==> src/hw/rtl/binary_to_decimal_ascii_core_assert.svh <==
// Assertion macros for the binary to decimal ASCII core
`ifndef BINARY_TO_DECIMAL_ASCII_CORE_ASSERT_SVH
`define BINARY_TO_DECIMAL_ASCII_CORE_ASSERT_SVH
`ifndef SYNTHESIS
`define B2DA_ASSERT(lbl, prop, msg) \
    lbl: assert property (@(posedge clk) disable iff (!rst_n) (prop)) else $error(msg);
`define B2DA_ASSERT_NEXT(lbl, pre, post, msg) \
    lbl: assert property (@(posedge clk) disable iff (!rst_n) (pre) |=> (post)) else $error(msg);
`else
`define B2DA_ASSERT(lbl, prop, msg)
`define B2DA_ASSERT_NEXT(lbl, pre, post, msg)
`endif
`endif

==> src/hw/rtl/b2da_pkg.sv <==
// Shared constants and helpers for the binary to decimal ASCII core
`timescale 1ns / 1ps
`default_nettype none

package b2da_pkg;

    localparam int DEFAULT_VALUE_WIDTH = 32;
    localparam int BITS_PER_STAGE      = 4;
    localparam logic [1:0] ASCII_DIGIT_HI = 2'b11;   // '0'..'9' masked to 6 bits

    // decimal digits needed for the largest value of a given bit width
    function automatic int num_digits(input int width);
        return (width * 30103) / 100000 + 1;
    endfunction

    // shift-and-add-3 correction of one BCD digit
    function automatic logic [3:0] dabble_fix(input logic [3:0] nib);
        logic [3:0] res;
        res = (nib >= 4'd5) ? nib + 4'd3 : nib;
        return res;
    endfunction

endpackage

`default_nettype wire

==> src/hw/rtl/b2da_dabble_stage.sv <==
// One register stage of the pipelined binary to BCD converter
`timescale 1ns / 1ps
`default_nettype none

module b2da_dabble_stage
    import b2da_pkg::*;
#(
    parameter int PW = 32,
    parameter int BW = 40,
    parameter int K  = BITS_PER_STAGE
)
(
    input  wire logic          clk,
    input  wire logic          rst_n,
    input  wire logic          in_valid,
    output      logic          in_ready,
    input  wire logic [PW-1:0] in_bin,
    input  wire logic [BW-1:0] in_bcd,
    output      logic          out_valid,
    input  wire logic          out_ready,
    output      logic [PW-1:0] out_bin,
    output      logic [BW-1:0] out_bcd
);

    localparam int ND = BW / 4;

    logic          valid_reg;
    logic [PW-1:0] bin_reg;
    logic [BW-1:0] bcd_reg;
    logic [PW-1:0] bin_next;
    logic [BW-1:0] bcd_next;

    always_comb
    begin
        bin_next = in_bin;
        bcd_next = in_bcd;
        for (int k = 0; k < K; k++)
        begin
            for (int n = 0; n < ND; n++)
            begin
                bcd_next[n*4 +: 4] = dabble_fix(bcd_next[n*4 +: 4]);
            end
            bcd_next = {bcd_next[BW-2:0], bin_next[PW-1]};
            bin_next = {bin_next[PW-2:0], 1'b0};
        end
    end

    assign in_ready  = !valid_reg || out_ready;
    assign out_valid = valid_reg;
    assign out_bin   = bin_reg;
    assign out_bcd   = bcd_reg;

    always_ff @(posedge clk or negedge rst_n)
    begin
        if (!rst_n)
        begin
            valid_reg <= 1'b0;
        end
        else if (in_ready)
        begin
            valid_reg <= in_valid;
        end
    end

    always_ff @(posedge clk)
    begin
        if (in_ready && in_valid)
        begin
            bin_reg <= bin_next;
            bcd_reg <= bcd_next;
        end
    end

endmodule

`default_nettype wire

==> src/hw/rtl/binary_to_decimal_ascii_core.sv <==
// Top level: pipelined binary to decimal ASCII converter with digit serializer
//
//  channel | signals                                  | direction
//  value   | value_valid, value_ready, value          | in
//  digit   | digit_valid, digit_ready, digit_char,    | out
//          | last_digit                               |
//
// An item passes ceil(VALUE_WIDTH/4) dabble stages (four bits each), one digit
// count stage and the serializer, each registered. The serializer sends one digit
// per cycle while digit_ready is high; an item has 1 to num_digits digits (10 at
// 32 bits), and the next item loads only as the last digit is taken.
// Reset clears only valid bits and the digit index; a stall at digit_ready
// backs up the pipeline stage by stage without loss.
`timescale 1ns / 1ps
`default_nettype none
`include "binary_to_decimal_ascii_core_assert.svh"

module binary_to_decimal_ascii_core
    import b2da_pkg::*;
#(
    parameter int VALUE_WIDTH = DEFAULT_VALUE_WIDTH
)
(
    input  wire logic                   clk,
    input  wire logic                   rst_n,
    input  wire logic                   value_valid,
    output      logic                   value_ready,
    input  wire logic [VALUE_WIDTH-1:0] value,
    output      logic                   digit_valid,
    input  wire logic                   digit_ready,
    output      logic [5:0]             digit_char,
    output      logic                   last_digit
);

    localparam int NDIG = num_digits(VALUE_WIDTH);
    localparam int NSTG = (VALUE_WIDTH + BITS_PER_STAGE - 1) / BITS_PER_STAGE;
    localparam int PW   = NSTG * BITS_PER_STAGE;
    localparam int BW   = NDIG * 4;
    localparam int IW   = $clog2(NDIG);

    logic          stg_valid [NSTG+1];
    logic          stg_ready [NSTG+1];
    logic [PW-1:0] stg_bin   [NSTG+1];
    logic [BW-1:0] stg_bcd   [NSTG+1];

    assign stg_valid[0] = value_valid;
    assign stg_bin[0]   = PW'(value);
    assign stg_bcd[0]   = '0;
    assign value_ready  = stg_ready[0];

    for (genvar s = 0; s < NSTG; s++)
    begin : g_stage
        b2da_dabble_stage #(
            .PW (PW),
            .BW (BW),
            .K  (BITS_PER_STAGE)
        ) u_stage (
            .clk       (clk),
            .rst_n     (rst_n),
            .in_valid  (stg_valid[s]),
            .in_ready  (stg_ready[s]),
            .in_bin    (stg_bin[s]),
            .in_bcd    (stg_bcd[s]),
            .out_valid (stg_valid[s+1]),
            .out_ready (stg_ready[s+1]),
            .out_bin   (stg_bin[s+1]),
            .out_bcd   (stg_bcd[s+1])
        );
    end

    // digit count stage: find the most significant nonzero digit
    logic          cnt_valid_reg;
    logic [BW-1:0] cnt_bcd_reg;
    logic [IW-1:0] cnt_top_reg;
    logic [IW-1:0] cnt_top_next;
    logic          cnt_ready;

    always_comb
    begin
        cnt_top_next = '0;
        for (int n = 0; n < NDIG; n++)
        begin
            if (stg_bcd[NSTG][n*4 +: 4] != 4'd0)
            begin
                cnt_top_next = IW'(n);
            end
        end
    end

    // serializer
    logic          ser_valid_reg;
    logic [BW-1:0] ser_bcd_reg;
    logic [IW-1:0] ser_idx_reg;
    logic          ser_done;
    logic          ser_load;
    logic [3:0]    ser_nib;

    assign ser_done  = !ser_valid_reg || (digit_ready && ser_idx_reg == '0);
    assign ser_load  = cnt_valid_reg && ser_done;
    assign cnt_ready = !cnt_valid_reg || ser_done;
    assign stg_ready[NSTG] = cnt_ready;

    always_ff @(posedge clk or negedge rst_n)
    begin
        if (!rst_n)
        begin
            cnt_valid_reg <= 1'b0;
        end
        else if (cnt_ready)
        begin
            cnt_valid_reg <= stg_valid[NSTG];
        end
    end

    always_ff @(posedge clk)
    begin
        if (cnt_ready && stg_valid[NSTG])
        begin
            cnt_bcd_reg <= stg_bcd[NSTG];
            cnt_top_reg <= cnt_top_next;
        end
    end

    always_ff @(posedge clk or negedge rst_n)
    begin
        if (!rst_n)
        begin
            ser_valid_reg <= 1'b0;
            ser_idx_reg   <= '0;
        end
        else if (ser_done)
        begin
            ser_valid_reg <= cnt_valid_reg;
            if (cnt_valid_reg)
            begin
                ser_idx_reg <= cnt_top_reg;
            end
        end
        else if (digit_ready)
        begin
            // advance to the next lower digit
            ser_idx_reg <= ser_idx_reg - IW'(1);
        end
    end

    always_ff @(posedge clk)
    begin
        if (ser_load)
        begin
            ser_bcd_reg <= cnt_bcd_reg;
        end
    end

    assign ser_nib     = ser_bcd_reg[{ser_idx_reg, 2'b00} +: 4];
    assign digit_valid = ser_valid_reg;
    assign digit_char  = {ASCII_DIGIT_HI, ser_nib};
    assign last_digit  = (ser_idx_reg == '0);

    `B2DA_ASSERT(a_idx_range, (!ser_valid_reg || (int'(ser_idx_reg) < NDIG)),
                 "digit index out of range")
    `B2DA_ASSERT(a_top_nonzero,
                 (!cnt_valid_reg || cnt_top_reg == '0
                  || cnt_bcd_reg[{cnt_top_reg, 2'b00} +: 4] != 4'd0),
                 "leading zero digit")
    `B2DA_ASSERT(a_bcd_digit, (!ser_valid_reg || ser_nib <= 4'd9), "invalid BCD digit")
    `B2DA_ASSERT_NEXT(a_run_continues,
                      (ser_valid_reg && digit_ready && ser_idx_reg != '0),
                      ser_valid_reg, "digit run ended early")

endmodule

`default_nettype wire
==> config.mk <==
export PLATFORM = sky130hd
export DESIGN_NAME = binary_to_decimal_ascii_core
export DESIGN_NICKNAME = d
export VERILOG_FILES = /design/src/hw/rtl/b2da_pkg.sv /design/src/hw/rtl/b2da_dabble_stage.sv /design/src/hw/rtl/binary_to_decimal_ascii_core.sv
export VERILOG_INCLUDE_DIRS = /design/src /design/src/hw/rtl
export SDC_FILE = /design/constraint.sdc
export NUM_CORES = 1
export LEC_CHECK = 0
export BUFFER_PORTS_ARGS = -buffer_cell sky130_fd_sc_hd__buf_2
export CORE_ASPECT_RATIO = 0.9
export CORE_MARGIN = 5
export CORE_UTILIZATION = 32
export CTS_CLUSTER_SIZE = 30
export DETAILED_ROUTE_END_ITERATION = 16
export SLEW_MARGIN = 20
export SYNTH_ARGS = -nofsm -noshare
export SYNTH_HDL_FRONTEND = slang
export SYNTH_SLANG_ARGS = --single-unit
==> constraint.sdc <==
create_clock -name clk -period 13.9 [get_ports clk]
set_input_delay 3.475 -clock clk [delete_from_list [all_inputs] [get_ports clk]]
set_output_delay 3.475 -clock clk [all_outputs]
set_load 0.05 [all_outputs]
# [Yosys cells after proc, flatten, opt, wreduce, memory -nomap -nowiden]
# Cells that the tools add are included.
[classes] addsub=266 magnitude_cmp=265 eq_ne=1 shift=1 mux=276 n_reduce_logical=44
[op_table] cell="$ge A4 B3 Y1 const B" count=255
[op_table] cell="$mux W4" count=248
[op_table] cell="$add A4 B2 Y4 const B" count=234
[op_table] cell="$mux W3" count=22
[op_table] cell="$add A3 B2 Y3 const B" count=21
[op_table] cell="$shiftx A40 B7 Y4" count=1
[op_table] cell="$reduce_bool A4 Y1" count=9
[op_table] cell="$add A1 B2 Y3 const B" count=8
[op_table] cell="$ge A1 B3 Y1 const B" count=8
[op_table] cell="$logic_and A1 B1 Y1" count=11
[op_table] cell="$logic_not A1 Y1" count=10
[op_table] cell="$logic_or A1 B1 Y1" count=10
[op_table] cell="$add A1 B2 Y3 const AB" count=2
[op_table] cell="$ge A1 B3 Y1 const AB" count=2
[op_table] cell="$logic_not A4 Y1" count=1
[op_table] cell="$mux W1" count=4
[op_table] cell="$mux W2" count=2
[op_table] cell="$sub A4 B1 Y4 const B" count=1
[op_table] cell="$ne A2 B2 Y1 const B" count=1
[op_table] cell="$reduce_and A2 Y1" count=1
[op_table] cell="$reduce_bool A2 Y1" count=1
[op_table] cell="$reduce_or A2 Y1" count=1
[word_totals] regBits=490 inputBits=36 output_inout_bits=9 elab_cells=885

# [Logic depth before layout (Yosys ltp)]
[logic_depth] depth_word=13 depth_mapped=19 ltp_nobuf=19

# [Modules after synthesis]
# From an unflattened synthesis, not the netlist that was laid out.
[unflattened] hier_cells=6061 area_unflattened_um2=55724.7
[by_module_without_submodules] mod="b2da_dabble_stage" n_inst=8 cells_per_inst=734 area_per_inst_um2=6527.5 seq_area_each_um2=2067.0
[by_module_without_submodules] mod="binary_to_decimal_ascii_core" n_inst=1 cells_per_inst=189 area_per_inst_um2=3504.6 seq_area_each_um2=2672.6

# [Worst setup path after synthesis]
# OpenSTA, ideal clock, no wires.
[synth_path] path_type="in2out" start="input port digit_ready" end="output port value_ready" arrival_ns=4.906 t_required_ns=10.425 setup_slack_ns=5.519 stages=6 n_path_buf=0 cell_sequence="nand2_1 -> o31a_1 -> and3_1 -> and3_1 -> and3_1 -> nand4_1"
[synth_via] elab_chain_cells=11
[synth_rtl] item="from (decl)" line_no="binary_to_decimal_ascii_core.sv:30" source="input wire logic digit_ready,"
[synth_rtl] item="$logic_and A1 B1 Y1" line_no="binary_to_decimal_ascii_core.sv:98" source="assign ser_done = !ser_valid_reg || (digit_ready && ser_idx_reg == '0);"
[synth_rtl] item="$logic_or A1 B1 Y1" line_no="binary_to_decimal_ascii_core.sv:98"
[synth_rtl] item="$logic_or A1 B1 Y1" line_no="binary_to_decimal_ascii_core.sv:100" source="assign cnt_ready = !cnt_valid_reg || ser_done;"
[synth_rtl] item="$logic_or A1 B1 Y1 (8 in series)" line_no="b2da_dabble_stage.sv:48" source="assign in_ready = !valid_reg || out_ready;"
[synth_rtl] item="to (decl)" line_no="binary_to_decimal_ascii_core.sv:27" source="output logic value_ready,"
# No other way between the ends.

# [Worst setup path after layout]
# Same ends and word-level chain as after synthesis.

==> run metrics <==
Final nets 3351; CP Cell Sequence buf_2 > nand2_1 > o31a_1 > and3_1 > and3_1 > and3_1 > nand4_1 > buf_2; Final period util 64.9%; CP Launch Type primary input; simple-gate area share of the yosys netlist 15.4%; outcome complete, no violations; mux cell area share after synthesis 5.55%; P&R area growth vs syn 10.7%; Synth top area share 38.5%; Max-Cap Viols 0; DRC violation total after the first TritonRoute iteration 1286; ranking of synthesized cells by area edfxtp_1 39%, ha_1 6.1%, o21ai_0 3.8%; Hold Path Stages 0; # DRC 0; largest net degree at the start of global routing 45; mean area per synthesized cell 9.44 um2; Die Wd 331 um; Seq cells post-synth 395; worst vdd ir 87.9 uV; main flop type after synthesis edfxtp_1; first-pass GRT wire length 92800 um; full die area 0.0990 mm2; CTS root buf clkbuf_16; post_cts resized 0; Placer Congestion 0.781; post-CTS setup buffers 0; post-route minimum period 9.02 ns; leakage 0.0121 uW; CTS Hold Bufs 0; Detail Route met3 WL 1620 um; Ys Warns 0; Post-synth ARST share 3.54%; DR WL met2 23300 um; Core ar. 0.0926 mm2; Post-Synthesis Cell Area 0.0297 mm2; Max Slew Vio Count 0; Crit path max-delay family simple AND/OR/NAND/NOR gates; Critical path buffers and inverters 2; unrepaired setup endpoints after global routing no; XOR/XNOR Fraction of Synth Area 4.54%; post-synth cell types 111; ANT nets after route 0; # setup viols final 0; share of cells above drive strength 1 10.3%; Post-synth EDFFs 381; GRT Total Usage 10.5%; antenna fix cells 0; Max Fclk 0.111 GHz; fill cell count 9425; post-DR vias/cell 5.06; WHS 0.410 ns; largest family of logic cells by synthesized area compound AO/OA/AOI/OAI gates; H-tree Lvls 2; R2R depth 18; clock skew 0.0155 ns; clk_lat worst skew 0.57 ns; CTS tree yes; Worst path depth 8; Seq/Total Area, Yosys 39.7%; grt ovf 0; port buffer count 42; Reg2Reg Setup Slack 9.79 ns; compound-cell area share of the yosys netlist 24.9%; type of the most critical hold path flip-flop to flip-flop; Crit Path Max Fanout 8; row count 106; vias after detailed routing 22525; drt total wl 52900 um; Metal-1 WL 27200 um; routed len/inst 11.9 um; number of I/O pins 45; worst path required time 10.43 ns; max reg flops 185; CTS Buf Count 46; vias in the first global route 20354; slowest CP cell and3_1; DIE HEIGHT 299 um; largest area contributor in the netlist edfxtp_1; Largest stage delay, worst path 0.41 ns; setup TNS 0 ns; Critical Path AT 5.55 ns; # clock sinks 395; endpoints failing hold 0; critical path class primary input to output port; clock-pin slew on the worst setup and hold paths 0.06 ns; initial antenna violation count 0; HPWL Detailed 38500 um; CP dominant cell by count and3_1; Worst-Margin Slew 1.03 ns; Initial Util 32.1%; Critical Path End Type output port; fin util 35.5%; 1st-pass router iterations 5; uppermost layer routed met4; Post-Synthesis Cells 3149; PD cells 119 mW/mm2; Longest Clk Path Bufs 3; Synth Area in Adders 6.32%; Slew headroom 31.2%
-- cells in the final DEF, fill, tap and decap left out, types with 48 or more instances in the layout --
| cell | n |
|---|---|
| xnor2_1 | 97 |
| o21ai_1 | 87 |
| o21ai_0 | 227 |
| a21oi_1 | 226 |
| nand2b_1 | 81 |
| nand3_1 | 57 |
| a211oi_1 | 48 |
| nor2_1 | 268 |
| ha_1 | 146 |
| nand2_1 | 252 |
| mux2i_1 | 84 |
| inv_1 | 172 |
| edfxtp_1 | 381 |
| clkbuf_16 | 49 |
-- cells in the mapped netlist, drive strengths merged (31+ instances only) --
library cell  count
edfxtp          381
o21ai           324
nor2            269
nand2           252
a21oi           250
inv             187
ha              146
xnor2           111
mux2i            87
nand2b           81
clkbuf           61
nand3            57
a211oi           51
mux2             50
nor3             48
o211ai           44
o21a             44
a21o             43
o22ai            42
a31oi            35
and2             35
nor3b            33
or3              31
-- power by group --
part	leakage (uW)	switching (uW)	total [uW]	internal (uW)
Combinational	0.00776	681	1180	501
Clock	0.000761	493	1250	759
Sequential	0.00358	60.8	1490	1430
Total	0.0121	1230	3920	2690
-- layer usage --
layer	track usage, %	vias up
li1	-	11939
met3	1.73	53
met4	2.17	0
met5	0	-
met1	14.9	10308
met2	17.0	225
-- through the flow --
step / instance area (um2) / total power, uW / setup slack [ns] / std cells
floorplan: 29700 / 2490 / 5.52 / 3150
global placement: 31300 / 2680 / 4.87 / 4361
detailed placement: 31300 / 2690 / 4.86 / 4361
CTS: 32800 / 3970 / 4.85 / 4446
global route: 32900 / 4200 / 4.75 / 4448
finish: 32900 / 3920 / 4.88 / 4448
-- layout make-up --
class	count	area [um2]	share of cell area, %
Timing Repair Buffer	54	325	0.989
Tap cell	1242	1550	4.73
Clock buffer	56	1250	3.81
Inverter	190	714	2.17
Multi-Input combinational cell	2482	16900	51.4
Clock inverter	29	334	1.02
Sequential cell	395	11800	35.9
-- worst paths after layout --
path / endpoint / startpoint
max: value_ready / digit_ready
min: g_stage[5].u_stage.out_bin[26]$_DFFE_PP_ / g_stage[4].u_stage.out_bin[22]$_DFFE_PP_
max reg2reg: g_stage[3].u_stage.out_bcd[15]$_DFFE_PP_ / g_stage[2].u_stage.out_bcd[12]$_DFFE_PP_
min reg2reg: g_stage[5].u_stage.out_bin[26]$_DFFE_PP_ / g_stage[4].u_stage.out_bin[22]$_DFFE_PP_
max in group asynchronous: g_stage[4].u_stage.out_valid$_DFFE_PN0P_ / rst_n
min in group asynchronous: ser_idx_reg[2]$_DFFE_PN0P_ / rst_n
-- logic make-up (layout without fill, tap and decap cells) --
logic type / Yosys count / in the layout
AOI/OAI and AO/OA: 1107 / 1107
xor gates and xnor gates: 139 / 139
adders and majority gates: 151 / 151
buffers and inverters: 273 / 329
DFF: 395 / 395
muxes: 146 / 146
other: 1 / 2
and+or+nand+nor: 937 / 937
-- worst register-to-register path, delay by kind of cell (launching register included) --
family / cells / cell delay (ns)
compound gates: 4 / 0.61
xor+xnor: 1 / 0.25
fa+ha+maj: 4 / 0.91
buf+inv: 3 / 0.24
flops: 1 / 0.44
mux: 3 / 0.82
simple gates: 3 / 0.58
Power figures use the tool's default switching activity.
